**src/rtl/ikey_pkg.sv**
```systemverilog
// ----------------------------------------------------------------------------
// ikey_pkg
// Shared types and constants of the iambic keyer: phase and element codes,
// register indexes, configuration and divider request bundles.
// ----------------------------------------------------------------------------
`default_nettype none

package ikey_pkg;

  // widths
  localparam int TIME_W = 32;
  localparam int LEN_W  = 20;   // longest phase is a dash of 720000 us
  localparam int DOT_W  = 18;   // longest dot is 240000 us
  localparam int DEB_W  = 14;
  localparam int PCT_W  = 7;
  localparam int WPM_W  = 6;
  localparam int IDX_W  = 3;
  localparam int CFG_W  = 14;

  // shared divider: dividend elapsed*100 or dot base, divisor phase length or speed
  localparam int DIV_NW = 39;
  localparam int DIV_DW = 20;
  localparam int CNT_W  = 6;

  // constants
  localparam logic [DIV_NW-1:0] DOT_BASE_US  = 39'd1200000;
  localparam logic [DOT_W-1:0]  DOT_RESET_US = 18'd60000;
  localparam logic [PCT_W-1:0]  PCT_FULL     = 7'd100;
  localparam logic [WPM_W-1:0]  WPM_MIN      = 6'd5;
  localparam logic [WPM_W-1:0]  WPM_MAX      = 6'd60;
  localparam logic [DEB_W-1:0]  DEB_MIN      = 14'd100;
  localparam logic [DEB_W-1:0]  DEB_MAX      = 14'd10000;
  localparam logic [DEB_W-1:0]  DEB_RESET    = 14'd1000;

  // register indexes
  localparam logic [IDX_W-1:0] REG_WPM        = 3'd0;
  localparam logic [IDX_W-1:0] REG_MODE       = 3'd1;
  localparam logic [IDX_W-1:0] REG_WIN_OPEN   = 3'd2;
  localparam logic [IDX_W-1:0] REG_WIN_CLOSE  = 3'd3;
  localparam logic [IDX_W-1:0] REG_DEBOUNCE   = 3'd4;

  typedef enum logic [1:0] {
    EL_NONE = 2'd0,
    EL_DOT  = 2'd1,
    EL_DASH = 2'd2
  } elem_t;

  typedef enum logic [1:0] {
    MODE_IAMBIC_A  = 2'd0,
    MODE_IAMBIC_B  = 2'd1,
    MODE_ULTIMATIC = 2'd2
  } mode_t;

  typedef enum logic [3:0] {
    PH_IDLE = 4'b0001,
    PH_DOT  = 4'b0010,
    PH_DASH = 4'b0100,
    PH_GAP  = 4'b1000
  } phase_t;

  typedef struct packed {
    mode_t             mode;
    logic [PCT_W-1:0]  win_open;
    logic [PCT_W-1:0]  win_close;
    logic [DEB_W-1:0]  debounce;
  } cfg_t;

  typedef struct packed {
    logic              wr;
    logic [WPM_W-1:0]  wpm;
  } spd_wr_t;

  typedef struct packed {
    logic               start;
    logic [DIV_NW-1:0]  dividend;
    logic [DIV_DW-1:0]  divisor;
  } div_req_t;

  typedef struct packed {
    logic               busy;
    logic               done;
    logic [DIV_NW-1:0]  quotient;
  } div_rsp_t;

endpackage

`default_nettype wire

```
**src/rtl/ikey_div.sv**
```systemverilog
// ----------------------------------------------------------------------------
// ikey_div
// Shared restoring divider, one quotient bit per cycle. Serves both the
// dot length on a speed write and the element progress percentage.
// ----------------------------------------------------------------------------
`default_nettype none

module ikey_div (
  input  wire logic              clk,
  input  wire logic              rst_n,
  input  wire ikey_pkg::div_req_t req,
  output ikey_pkg::div_rsp_t     rsp
);
  import ikey_pkg::*;

  logic              busy_r;
  logic              done_r;
  logic [CNT_W-1:0]  cnt_r;
  logic [DIV_DW-1:0] rem_r;
  logic [DIV_NW-1:0] quo_r;
  logic [DIV_DW-1:0] dsr_r;

  logic [DIV_DW:0]   trial;
  logic [DIV_DW:0]   diff;
  logic              fits;

  // one trial subtraction per cycle
  assign trial = {rem_r, quo_r[DIV_NW-1]};
  assign fits  = trial >= {1'b0, dsr_r};
  assign diff  = trial - {1'b0, dsr_r};

  // sequencing
  always_ff @(posedge clk) begin
    if (!rst_n) begin
      busy_r <= 1'b0;
      done_r <= 1'b0;
      cnt_r  <= '0;
    end else begin
      done_r <= 1'b0;
      if (req.start) begin
        busy_r <= 1'b1;
        cnt_r  <= CNT_W'(DIV_NW - 1);
      end else if (busy_r) begin
        if (cnt_r == '0) begin
          busy_r <= 1'b0;
          done_r <= 1'b1;
        end else begin
          cnt_r <= cnt_r - 1'b1;
        end
      end
    end
  end

  // datapath
  always_ff @(posedge clk) begin
    if (req.start) begin
      rem_r <= '0;
      quo_r <= req.dividend;
      dsr_r <= req.divisor;
    end else if (busy_r) begin
      rem_r <= fits ? diff[DIV_DW-1:0] : trial[DIV_DW-1:0];
      quo_r <= {quo_r[DIV_NW-2:0], fits};
    end
  end

  assign rsp.busy     = busy_r;
  assign rsp.done     = done_r;
  assign rsp.quotient = quo_r;

endmodule

`default_nettype wire

```
**src/rtl/ikey_cfg.sv**
```systemverilog
// ----------------------------------------------------------------------------
// ikey_cfg
// Configuration registers with range checks and saturation. A speed write
// is passed on so the dot length can be recomputed.
// ----------------------------------------------------------------------------
`default_nettype none

module ikey_cfg (
  input  wire logic                        clk,
  input  wire logic                        rst_n,
  input  wire logic                        wr_en,
  input  wire logic [ikey_pkg::IDX_W-1:0]  wr_index,
  input  wire logic [ikey_pkg::CFG_W-1:0]  wr_data,
  output ikey_pkg::cfg_t                   cfg,
  output ikey_pkg::spd_wr_t                spd
);
  import ikey_pkg::*;

  mode_t             mode_r;
  logic [PCT_W-1:0]  open_r;
  logic [PCT_W-1:0]  close_r;
  logic [DEB_W-1:0]  deb_r;

  logic [WPM_W-1:0]  wpm_raw;
  logic [WPM_W-1:0]  wpm_sat;
  logic [DEB_W-1:0]  deb_raw;
  logic [DEB_W-1:0]  deb_sat;
  logic [PCT_W-1:0]  pct_raw;

  // saturation of speed and debounce
  assign wpm_raw = wr_data[WPM_W-1:0];
  assign wpm_sat = (wpm_raw < WPM_MIN) ? WPM_MIN :
                   (wpm_raw > WPM_MAX) ? WPM_MAX : wpm_raw;
  assign deb_raw = wr_data[DEB_W-1:0];
  assign deb_sat = (deb_raw < DEB_MIN) ? DEB_MIN :
                   (deb_raw > DEB_MAX) ? DEB_MAX : deb_raw;
  assign pct_raw = wr_data[PCT_W-1:0];

  // register writes
  always_ff @(posedge clk) begin
    if (!rst_n) begin
      mode_r  <= MODE_IAMBIC_B;
      open_r  <= '0;
      close_r <= '0;
      deb_r   <= DEB_RESET;
    end else if (wr_en) begin
      unique case (wr_index)
        REG_MODE: begin
          if (wr_data[1:0] <= MODE_ULTIMATIC) mode_r <= mode_t'(wr_data[1:0]);
        end
        REG_WIN_OPEN: begin
          if (pct_raw <= PCT_FULL) open_r <= pct_raw;
        end
        REG_WIN_CLOSE: begin
          if (pct_raw <= PCT_FULL) close_r <= pct_raw;
        end
        REG_DEBOUNCE: begin
          deb_r <= deb_sat;
        end
        default: ;
      endcase
    end
  end

  assign cfg.mode      = mode_r;
  assign cfg.win_open  = open_r;
  assign cfg.win_close = close_r;
  assign cfg.debounce  = deb_r;

  assign spd.wr  = wr_en && (wr_index == REG_WPM);
  assign spd.wpm = wpm_sat;

endmodule

`default_nettype wire

```
**src/rtl/iambic_morse_keyer_core.sv**
```systemverilog
// ----------------------------------------------------------------------------
// iambic_morse_keyer_core
// Iambic Morse keyer: paddle debounce, element timing and, in iambic B mode,
// memory latch and squeeze alternation, driven by timestamped ticks.
// ----------------------------------------------------------------------------
// Each input request is one tick; it yields exactly one output request. A
// tick passes through the debounce, evaluate and finish steps. While a dot
// or dash is sounding in iambic B mode with the opposite paddle held and no
// element latched, the element progress percentage first goes through the
// shared one bit per cycle divider. A speed write recomputes the dot length
// on the same divider and keeps the block busy until it is done. Input and
// configuration are taken one at a time, only while the sequencer is idle;
// the output register lets the next tick enter while a result waits.
`default_nettype none

module iambic_morse_keyer_core (
  input  wire logic                        clk,
  input  wire logic                        rst_n,
  // tick input: [31:0] time_now_us, [32] dot_pin_level, [33] dash_pin_level
  input  wire logic                        in_tvalid,
  output logic                             in_tready,
  input  wire logic [39:0]                 in_tdata,
  // result: [0] key_out, [2:1] element_done, [3] dot_held, [4] dash_held
  output logic                             out_tvalid,
  input  wire logic                        out_tready,
  output logic [7:0]                       out_tdata,
  // register writes
  input  wire logic                        cfg_valid,
  output logic                             cfg_ready,
  input  wire logic [ikey_pkg::IDX_W-1:0]  cfg_index,
  input  wire logic [ikey_pkg::CFG_W-1:0]  cfg_data
);
  import ikey_pkg::*;

  typedef enum logic [5:0] {
    S_IDLE = 6'b000001,
    S_DEB  = 6'b000010,
    S_EVAL = 6'b000100,
    S_DIV  = 6'b001000,
    S_FIN  = 6'b010000,
    S_SPD  = 6'b100000
  } seq_t;

  seq_t seq_r, seq_nxt;

  cfg_t      cfg;
  spd_wr_t   spd;
  div_req_t  div_req;
  div_rsp_t  div_rsp;
  logic      cfg_wr;

  // tick registers
  logic [TIME_W-1:0] now_r;
  logic              dot_raw_r;
  logic              dash_raw_r;
  logic [TIME_W-1:0] elapsed_r;
  logic              win_chk_r;

  // keyer state
  phase_t            phase_r, phase_nxt;
  elem_t             cur_r, cur_nxt;
  elem_t             latch_r, latch_nxt;
  logic [TIME_W-1:0] start_r, start_nxt;
  logic [LEN_W-1:0]  len_r, len_nxt;
  logic              key_r, key_nxt;
  logic [DOT_W-1:0]  dot_len_r;
  logic              dot_db_r;
  logic              dash_db_r;
  logic [TIME_W-1:0] dot_chg_r;
  logic [TIME_W-1:0] dash_chg_r;

  // output register
  logic              out_valid_r;
  logic              out_key_r;
  elem_t             out_done_r;
  logic              out_dot_r;
  logic              out_dash_r;

  logic              in_acc;
  logic              fin_go;
  logic              win_need;
  logic              win_hit;
  logic              el_over;
  logic              dot_upd;
  logic              dash_upd;
  logic [TIME_W-1:0] dot_el;
  logic [TIME_W-1:0] dash_el;
  logic [DIV_NW-1:0] el_ext;
  logic [DIV_NW-1:0] el_x100;
  logic [LEN_W-1:0]  dash_len;
  logic [PCT_W-1:0]  close_pct;
  elem_t             done_el;
  elem_t             begin_el;
  elem_t             next_el;
  logic              begin_go;

  // handshakes: a tick wins over a register write
  assign in_tready = (seq_r == S_IDLE);
  assign cfg_ready = (seq_r == S_IDLE) && !in_tvalid;
  assign in_acc    = in_tvalid && in_tready;
  assign cfg_wr    = cfg_valid && cfg_ready;
  assign fin_go    = !out_valid_r || out_tready;

  ikey_cfg u_cfg (
    .clk      (clk),
    .rst_n    (rst_n),
    .wr_en    (cfg_wr),
    .wr_index (cfg_index),
    .wr_data  (cfg_data),
    .cfg      (cfg),
    .spd      (spd)
  );

  ikey_div u_div (
    .clk (clk),
    .rst_n (rst_n),
    .req (div_req),
    .rsp (div_rsp)
  );

  // debounce checks
  assign dot_el   = now_r - dot_chg_r;
  assign dash_el  = now_r - dash_chg_r;
  assign dot_upd  = (dot_raw_r != dot_db_r) && (dot_el >= TIME_W'(cfg.debounce));
  assign dash_upd = (dash_raw_r != dash_db_r) && (dash_el >= TIME_W'(cfg.debounce));

  // elapsed*100 as shifts and adds
  assign el_ext  = DIV_NW'(elapsed_r);
  assign el_x100 = (el_ext << 6) + (el_ext << 5) + (el_ext << 2);

  // memory window only matters when the opposite paddle is held
  assign win_need = ((phase_r == PH_DOT) || (phase_r == PH_DASH)) &&
                    (cfg.mode == MODE_IAMBIC_B) && (latch_r == EL_NONE) &&
                    (len_r != '0) &&
                    (((cur_r == EL_DOT) && dash_db_r) || ((cur_r == EL_DASH) && dot_db_r));

  assign close_pct = PCT_FULL - cfg.win_close;
  assign win_hit   = win_chk_r &&
                     (div_rsp.quotient >= DIV_NW'(cfg.win_open)) &&
                     (div_rsp.quotient <= DIV_NW'(close_pct));
  assign el_over   = elapsed_r >= TIME_W'(len_r);
  assign dash_len  = LEN_W'({dot_len_r, 1'b0}) + LEN_W'(dot_len_r);

  // divider requests
  always_comb begin
    div_req.start    = 1'b0;
    div_req.dividend = el_x100;
    div_req.divisor  = len_r;
    if (seq_r == S_IDLE) begin
      div_req.start    = spd.wr;
      div_req.dividend = DOT_BASE_US;
      div_req.divisor  = DIV_DW'(spd.wpm);
    end else if (seq_r == S_EVAL) begin
      div_req.start    = win_need;
    end
  end

  // sequencer
  always_comb begin
    seq_nxt = seq_r;
    unique case (seq_r)
      S_IDLE: begin
        if (in_acc) seq_nxt = S_DEB;
        else if (spd.wr) seq_nxt = S_SPD;
      end
      S_DEB:  seq_nxt = S_EVAL;
      S_EVAL: seq_nxt = win_need ? S_DIV : S_FIN;
      S_DIV:  if (div_rsp.done) seq_nxt = S_FIN;
      S_FIN:  if (fin_go) seq_nxt = S_IDLE;
      S_SPD:  if (div_rsp.done) seq_nxt = S_IDLE;
      default: seq_nxt = S_IDLE;
    endcase
  end

  always_ff @(posedge clk) begin
    if (!rst_n) seq_r <= S_IDLE;
    else        seq_r <= seq_nxt;
  end

  // phase machine next state
  always_comb begin
    phase_nxt = phase_r;
    cur_nxt   = cur_r;
    latch_nxt = latch_r;
    start_nxt = start_r;
    len_nxt   = len_r;
    key_nxt   = key_r;
    done_el   = EL_NONE;
    begin_go  = 1'b0;
    begin_el  = EL_DOT;
    next_el   = EL_NONE;
    unique case (phase_r)
      PH_IDLE: begin
        if (dot_db_r) begin
          begin_go = 1'b1;
          begin_el = EL_DOT;
        end else if (dash_db_r) begin
          begin_go = 1'b1;
          begin_el = EL_DASH;
        end
      end
      PH_DOT, PH_DASH: begin
        // memory latch catches the opposite paddle
        if (win_hit) begin
          if ((cur_r == EL_DOT) && dash_db_r) latch_nxt = EL_DASH;
          else if ((cur_r == EL_DASH) && dot_db_r) latch_nxt = EL_DOT;
        end
        if (el_over) begin
          done_el   = cur_r;
          key_nxt   = 1'b0;
          phase_nxt = PH_GAP;
          start_nxt = now_r;
          len_nxt   = LEN_W'(dot_len_r);
        end
      end
      PH_GAP: begin
        if (el_over) begin
          if (cfg.mode == MODE_IAMBIC_B) begin
            if (latch_r != EL_NONE) begin
              next_el   = latch_r;
              latch_nxt = EL_NONE;
            end else if (dot_db_r && !dash_db_r) begin
              next_el = EL_DOT;
            end else if (dash_db_r && !dot_db_r) begin
              next_el = EL_DASH;
            end else if (dot_db_r && dash_db_r) begin
              next_el = (cur_r == EL_DOT) ? EL_DASH : EL_DOT;
            end
          end
          if (next_el != EL_NONE) begin
            begin_go = 1'b1;
            begin_el = next_el;
          end else begin
            phase_nxt = PH_IDLE;
            cur_nxt   = EL_NONE;
            key_nxt   = 1'b0;
          end
        end
      end
      default: ;
    endcase
    // start of a new element
    if (begin_go) begin
      cur_nxt   = begin_el;
      start_nxt = now_r;
      key_nxt   = 1'b1;
      if (begin_el == EL_DOT) begin
        phase_nxt = PH_DOT;
        len_nxt   = LEN_W'(dot_len_r);
      end else begin
        phase_nxt = PH_DASH;
        len_nxt   = dash_len;
      end
    end
  end

  // tick capture and per-tick scratch
  always_ff @(posedge clk) begin
    if (in_acc) begin
      now_r      <= in_tdata[31:0];
      dot_raw_r  <= ~in_tdata[32];
      dash_raw_r <= ~in_tdata[33];
    end
    if (seq_r == S_DEB) elapsed_r <= now_r - start_r;
    if (seq_r == S_EVAL) win_chk_r <= win_need;
  end

  // keyer state update
  always_ff @(posedge clk) begin
    if (!rst_n) begin
      phase_r    <= PH_IDLE;
      cur_r      <= EL_NONE;
      latch_r    <= EL_NONE;
      start_r    <= '0;
      len_r      <= '0;
      key_r      <= 1'b0;
      dot_len_r  <= DOT_RESET_US;
      dot_db_r   <= 1'b0;
      dash_db_r  <= 1'b0;
      dot_chg_r  <= '0;
      dash_chg_r <= '0;
    end else begin
      if (seq_r == S_DEB) begin
        if (dot_upd) begin
          dot_db_r  <= dot_raw_r;
          dot_chg_r <= now_r;
        end
        if (dash_upd) begin
          dash_db_r  <= dash_raw_r;
          dash_chg_r <= now_r;
        end
      end
      if ((seq_r == S_FIN) && fin_go) begin
        phase_r <= phase_nxt;
        cur_r   <= cur_nxt;
        latch_r <= latch_nxt;
        start_r <= start_nxt;
        len_r   <= len_nxt;
        key_r   <= key_nxt;
      end
      if ((seq_r == S_SPD) && div_rsp.done) dot_len_r <= div_rsp.quotient[DOT_W-1:0];
    end
  end

  // output register
  always_ff @(posedge clk) begin
    if (!rst_n) begin
      out_valid_r <= 1'b0;
    end else if ((seq_r == S_FIN) && fin_go) begin
      out_valid_r <= 1'b1;
    end else if (out_tready) begin
      out_valid_r <= 1'b0;
    end
  end

  always_ff @(posedge clk) begin
    if ((seq_r == S_FIN) && fin_go) begin
      out_key_r  <= key_nxt;
      out_done_r <= done_el;
      out_dot_r  <= dot_db_r;
      out_dash_r <= dash_db_r;
    end
  end

  assign out_tvalid = out_valid_r;
  assign out_tdata  = {3'b000, out_dash_r, out_dot_r, out_done_r, out_key_r};

`ifndef SYNTHESIS
  a_key_in_element: assert property (@(posedge clk) disable iff (!rst_n)
    key_r |-> ((phase_r == PH_DOT) || (phase_r == PH_DASH)))
    else $error("key active outside an element");

  a_idle_clean: assert property (@(posedge clk) disable iff (!rst_n)
    (phase_r == PH_IDLE) |-> ((cur_r == EL_NONE) && !key_r))
    else $error("idle phase with element or key set");

  a_div_owner: assert property (@(posedge clk) disable iff (!rst_n)
    div_rsp.done |-> ((seq_r == S_DIV) || (seq_r == S_SPD)))
    else $error("divider finished with no waiting step");

  a_fin_loads_out: assert property (@(posedge clk) disable iff (!rst_n)
    ((seq_r == S_FIN) && fin_go) |=> out_valid_r)
    else $error("finished tick did not reach the output register");
`endif

endmodule

`default_nettype wire

```
**config.mk**
```make
export PLATFORM = sky130hd
export DESIGN_NAME = iambic_morse_keyer_core
export DESIGN_NICKNAME = d
export VERILOG_FILES = /design/src/rtl/ikey_pkg.sv /design/src/rtl/ikey_div.sv /design/src/rtl/ikey_cfg.sv /design/src/rtl/iambic_morse_keyer_core.sv
export SDC_FILE = /design/constraint.sdc
export NUM_CORES = 1
export LEC_CHECK = 0
export BUFFER_PORTS_ARGS = -buffer_cell sky130_fd_sc_hd__buf_2
export CORE_UTILIZATION = 34
export CTS_CLUSTER_SIZE = 12
export DETAILED_ROUTE_END_ITERATION = 8
export SETUP_SLACK_MARGIN = 0.05
export SYNTH_ARGS = -nofsm -noshare
export SYNTH_HDL_FRONTEND = slang
export SYNTH_SLANG_ARGS = --single-unit
export TNS_END_PERCENT = 20
```
**constraint.sdc**
```tcl
create_clock -name clk -period 9.5 [get_ports clk]
set_input_delay 1.9 -clock clk [delete_from_list [all_inputs] [get_ports clk]]
set_output_delay 1.9 -clock clk [all_outputs]
set_load 0.05 [all_outputs]
```
==> reports/results.txt <==
Hold-fix buffers, CTS: 0
Post-route DRC: 0
Syn avg cell area: 8.59 um2
Max clock buf depth: 3
Final nets: 3,143
CTS root buf: clkbuf_16
R2R Path End: dash_chg_r[0]
Final Skew: 0.0261 ns
Htree depth: 2
Vias in the first global route: 18.1k
Post-synthesis async set-or-reset flop share: 0%
Worst Path Max Fanout: 33
Drt wl/cell: 15.6 um
Synth Flop Type: dfxtp_1
Leakage Power: 10.6 nW
Final period utilization: 58.4%
Clk_lat worst skew: 0.57 ns
Drt first pass iters: 8
Vias: 19.3k
Top cell type's share of synthesized area: 17.5%
Unrepaired setup endpoints after global routing: false
Post-synth EDFFs: 131
Status: complete, no violations
Hold EP: start_r[5]
Worst Setup End Kind: register
R2r startpoint: now_r[1]
Finish-stage setup viols: 0
Post-CTS Setup Inserts: 0
GRT overflow: 0
Max transition margin: 22.7%
Initial antenna violation count: 0
Core ar.: 70,000 um2
Port Buffers: 63
Peak supply drop: 188 uV
Worst-path clk slew: 0.06 ns
Final hold viol count: 0
Final HPWL DP: 45,300 um
Routability cong.: 0.868
Wire length of the first global-routing pass: 94,800 um
Hold/Removal Path Class: reg2reg
Critical Path RT: 9.98 ns
Die area: 71,700 um2
WS Path Type: reg2reg
CTS buffer count: 41
Pwr per Cell Area: 157 nW/um2
Synth top area cells: dfxtp_1, edfxtp_1, ha_1, nand2_1, a21oi_1
#FFs+latches synth: 341
Largest net degree at the start of global routing: 95
Max-cap check violation count: 0
Post-Syn Instances: 2,797
TNS Setup: 0 ns
Synth warn: 0
Crit path arrival time: 6.03 ns
Slew @ Worst Pin: 1.15 ns
Max Transition Viols Final: 0
Ports: 73
Cell Rows: 97
Number of routed nets with antenna violations: 0
Syn Std Cell Area: 24,000 um2
Reg2Reg Setup Slack: 3.95 ns
Syn-to-layout area delta: 10.6%
Diode count: 0
Gr usage total: 16.4%
Min Tclk post-route: 5.55 ns
PostCTS Resize Cnt: 0
Reg2reg path depth: 20
Initial DRC Count: 1,279
CP startpoint kind: register
Count leader, synth: nand2_1
Share of layout cells above drive strength 1: 6.52%
CTS tree: built
Placed instance area: 25,200 um2
Die H: 268 um
Largest area contributor in the netlist: dfxtp_1
DR vias/cell: 5.12
Fmax: 180 MHz
Top post-synthesis cells by count: nand2_1, a21oi_1, ha_1
Die X: 268 um
Hold Startpoint: start_r[5]
Post-synthesis sequential area ratio: 33.9%
Initial Util: 34.3%
Final Cell Area: 26,600 um2
Unique masters post-synth: 83
Clk sinks: 341
Hold path depth: 2
Final wirelength: 58,900 um
==> logic make-up after synthesis <==
kind of cell | synth area share, %
muxes | 4.01
and+or+nand+nor | 16.6
xor gates and xnor gates | 4.78
other | 0.0156
AOI/OAI and AO/OA | 19.6
adders and majority gates | 15.4
DFF | 33.9
buffers and inverters | 5.68
==> power by group <==
| group | total (mW) | internal, mW | leakage, nW | switching, mW |
|---|---|---|---|---|
| combinational | 0.927 | 0.383 | 7.05 | 0.544 |
| sequential | 1.66 | 1.59 | 2.88 | 0.0697 |
| clock | 1.59 | 0.948 | 0.667 | 0.640 |
==> worst max-delay path by stage <==
stage | start | slack (ns) | cells past startpoint | end
after detailed placement | now_r[1] | 4.04 | 20 | dash_chg_r[0]
final | now_r[1] | 3.95 | 20 | dash_chg_r[0]
after CTS | now_r[1] | 4.02 | 20 | dash_chg_r[0]
after global placement | now_r[1] | 4.15 | 20 | dash_chg_r[1]
after floorplan | seq_r[3] | 3.99 | 5 | dot_chg_r[10]
after global routing | now_r[1] | 3.59 | 20 | dash_chg_r[13]
==> metal layers <==
metal  track usage [%]  routed length [um]  up-vias
met4              5.48                1670        0
met1              22.5               28500     8970
li1                  -                   -     9967
met2              26.7               26900      314
met5                 0                   0        -
met3              1.89                1820       87
==> registers in the layout, summed over array words and instances (netlist names), 2 cells and up <==
signal / count
u_div.quo_r: 39
dash_chg_r: 32
dot_chg_r: 32
elapsed_r: 32
now_r: 32
start_r: 32
len_r: 20
u_div.dsr_r: 20
u_div.rem_r: 20
dot_len_r: 18
u_cfg.deb_r: 14
u_cfg.close_r: 7
u_cfg.open_r: 7
seq_r: 6
u_div.cnt_r: 6
phase_r: 4
cur_r: 2
latch_r: 2
out_done_r: 2
u_cfg.mode_r: 2
==> cell usage in the layout, fill, tap and decap left out, types with 22 or more instances in the layout <==
cell type  count
nand3_1       74
xnor2_1       89
buf_2         62
nor3_1        42
nor2_1       179
o21bai_1      24
dfxtp_1      210
inv_1        233
a21oi_1      257
fa_1          34
edfxtp_1     131
nor2b_1       28
and3_1        24
a21o_1        55
nand4_1       26
nand2_1      343
nand2b_1      34
mux2i_1       94
o21ai_0      165
a31oi_1       22
o21a_1        24
a211oi_1      47
xor2_1        42
ha_1         242
clkbuf_16     45
==> cell type report <==
cell class                 count  area, um2
clock buffer                  63       1260
clock inverter                12        104
fill                        7219      43500
inverter                     234        880
multi-input combinational   2108      14600
sequential                   341       8140
tap                          940       1180
timing repair buffer          79        438
==> critical path, stage by stage (launching register included) <==
cell and delay [ns]:
edfxtp_1 0.52, ha_1 0.33, nor2b_1 0.15, o311ai_0 0.36
nand3_1 0.24, or2_2 0.35, a21oi_1 0.23, o21bai_1 0.09
a21oi_1 0.18, xnor2_1 0.15, ha_1 0.26, nand4_1 0.11
nor2_1 0.09, a32oi_1 0.21, nand4_1 0.11, nor4_1 0.23
nand4_1 0.17, or4_4 0.57, o41ai_4 0.29, buf_4 0.53
mux2i_1 0.25
==> stage by stage <==
stage          std cells  hold WS (ns)  util [%]  power [mW]  worst slack (ns)
5_1_grt             3777         0.466      38.0        4.40              3.59
3_5_place_dp        3702         0.447      36.0        2.61              4.04
2_1_floorplan       2799         0.431         -        2.39              3.99
6_report            3777         0.453      38.0        4.17              3.95
3_3_place_gp        3702         0.441      36.0        2.61              4.15
4_1_cts             3777         0.454      38.0        4.22              4.02
No activity file was read; power rests on OpenSTA's default activity.
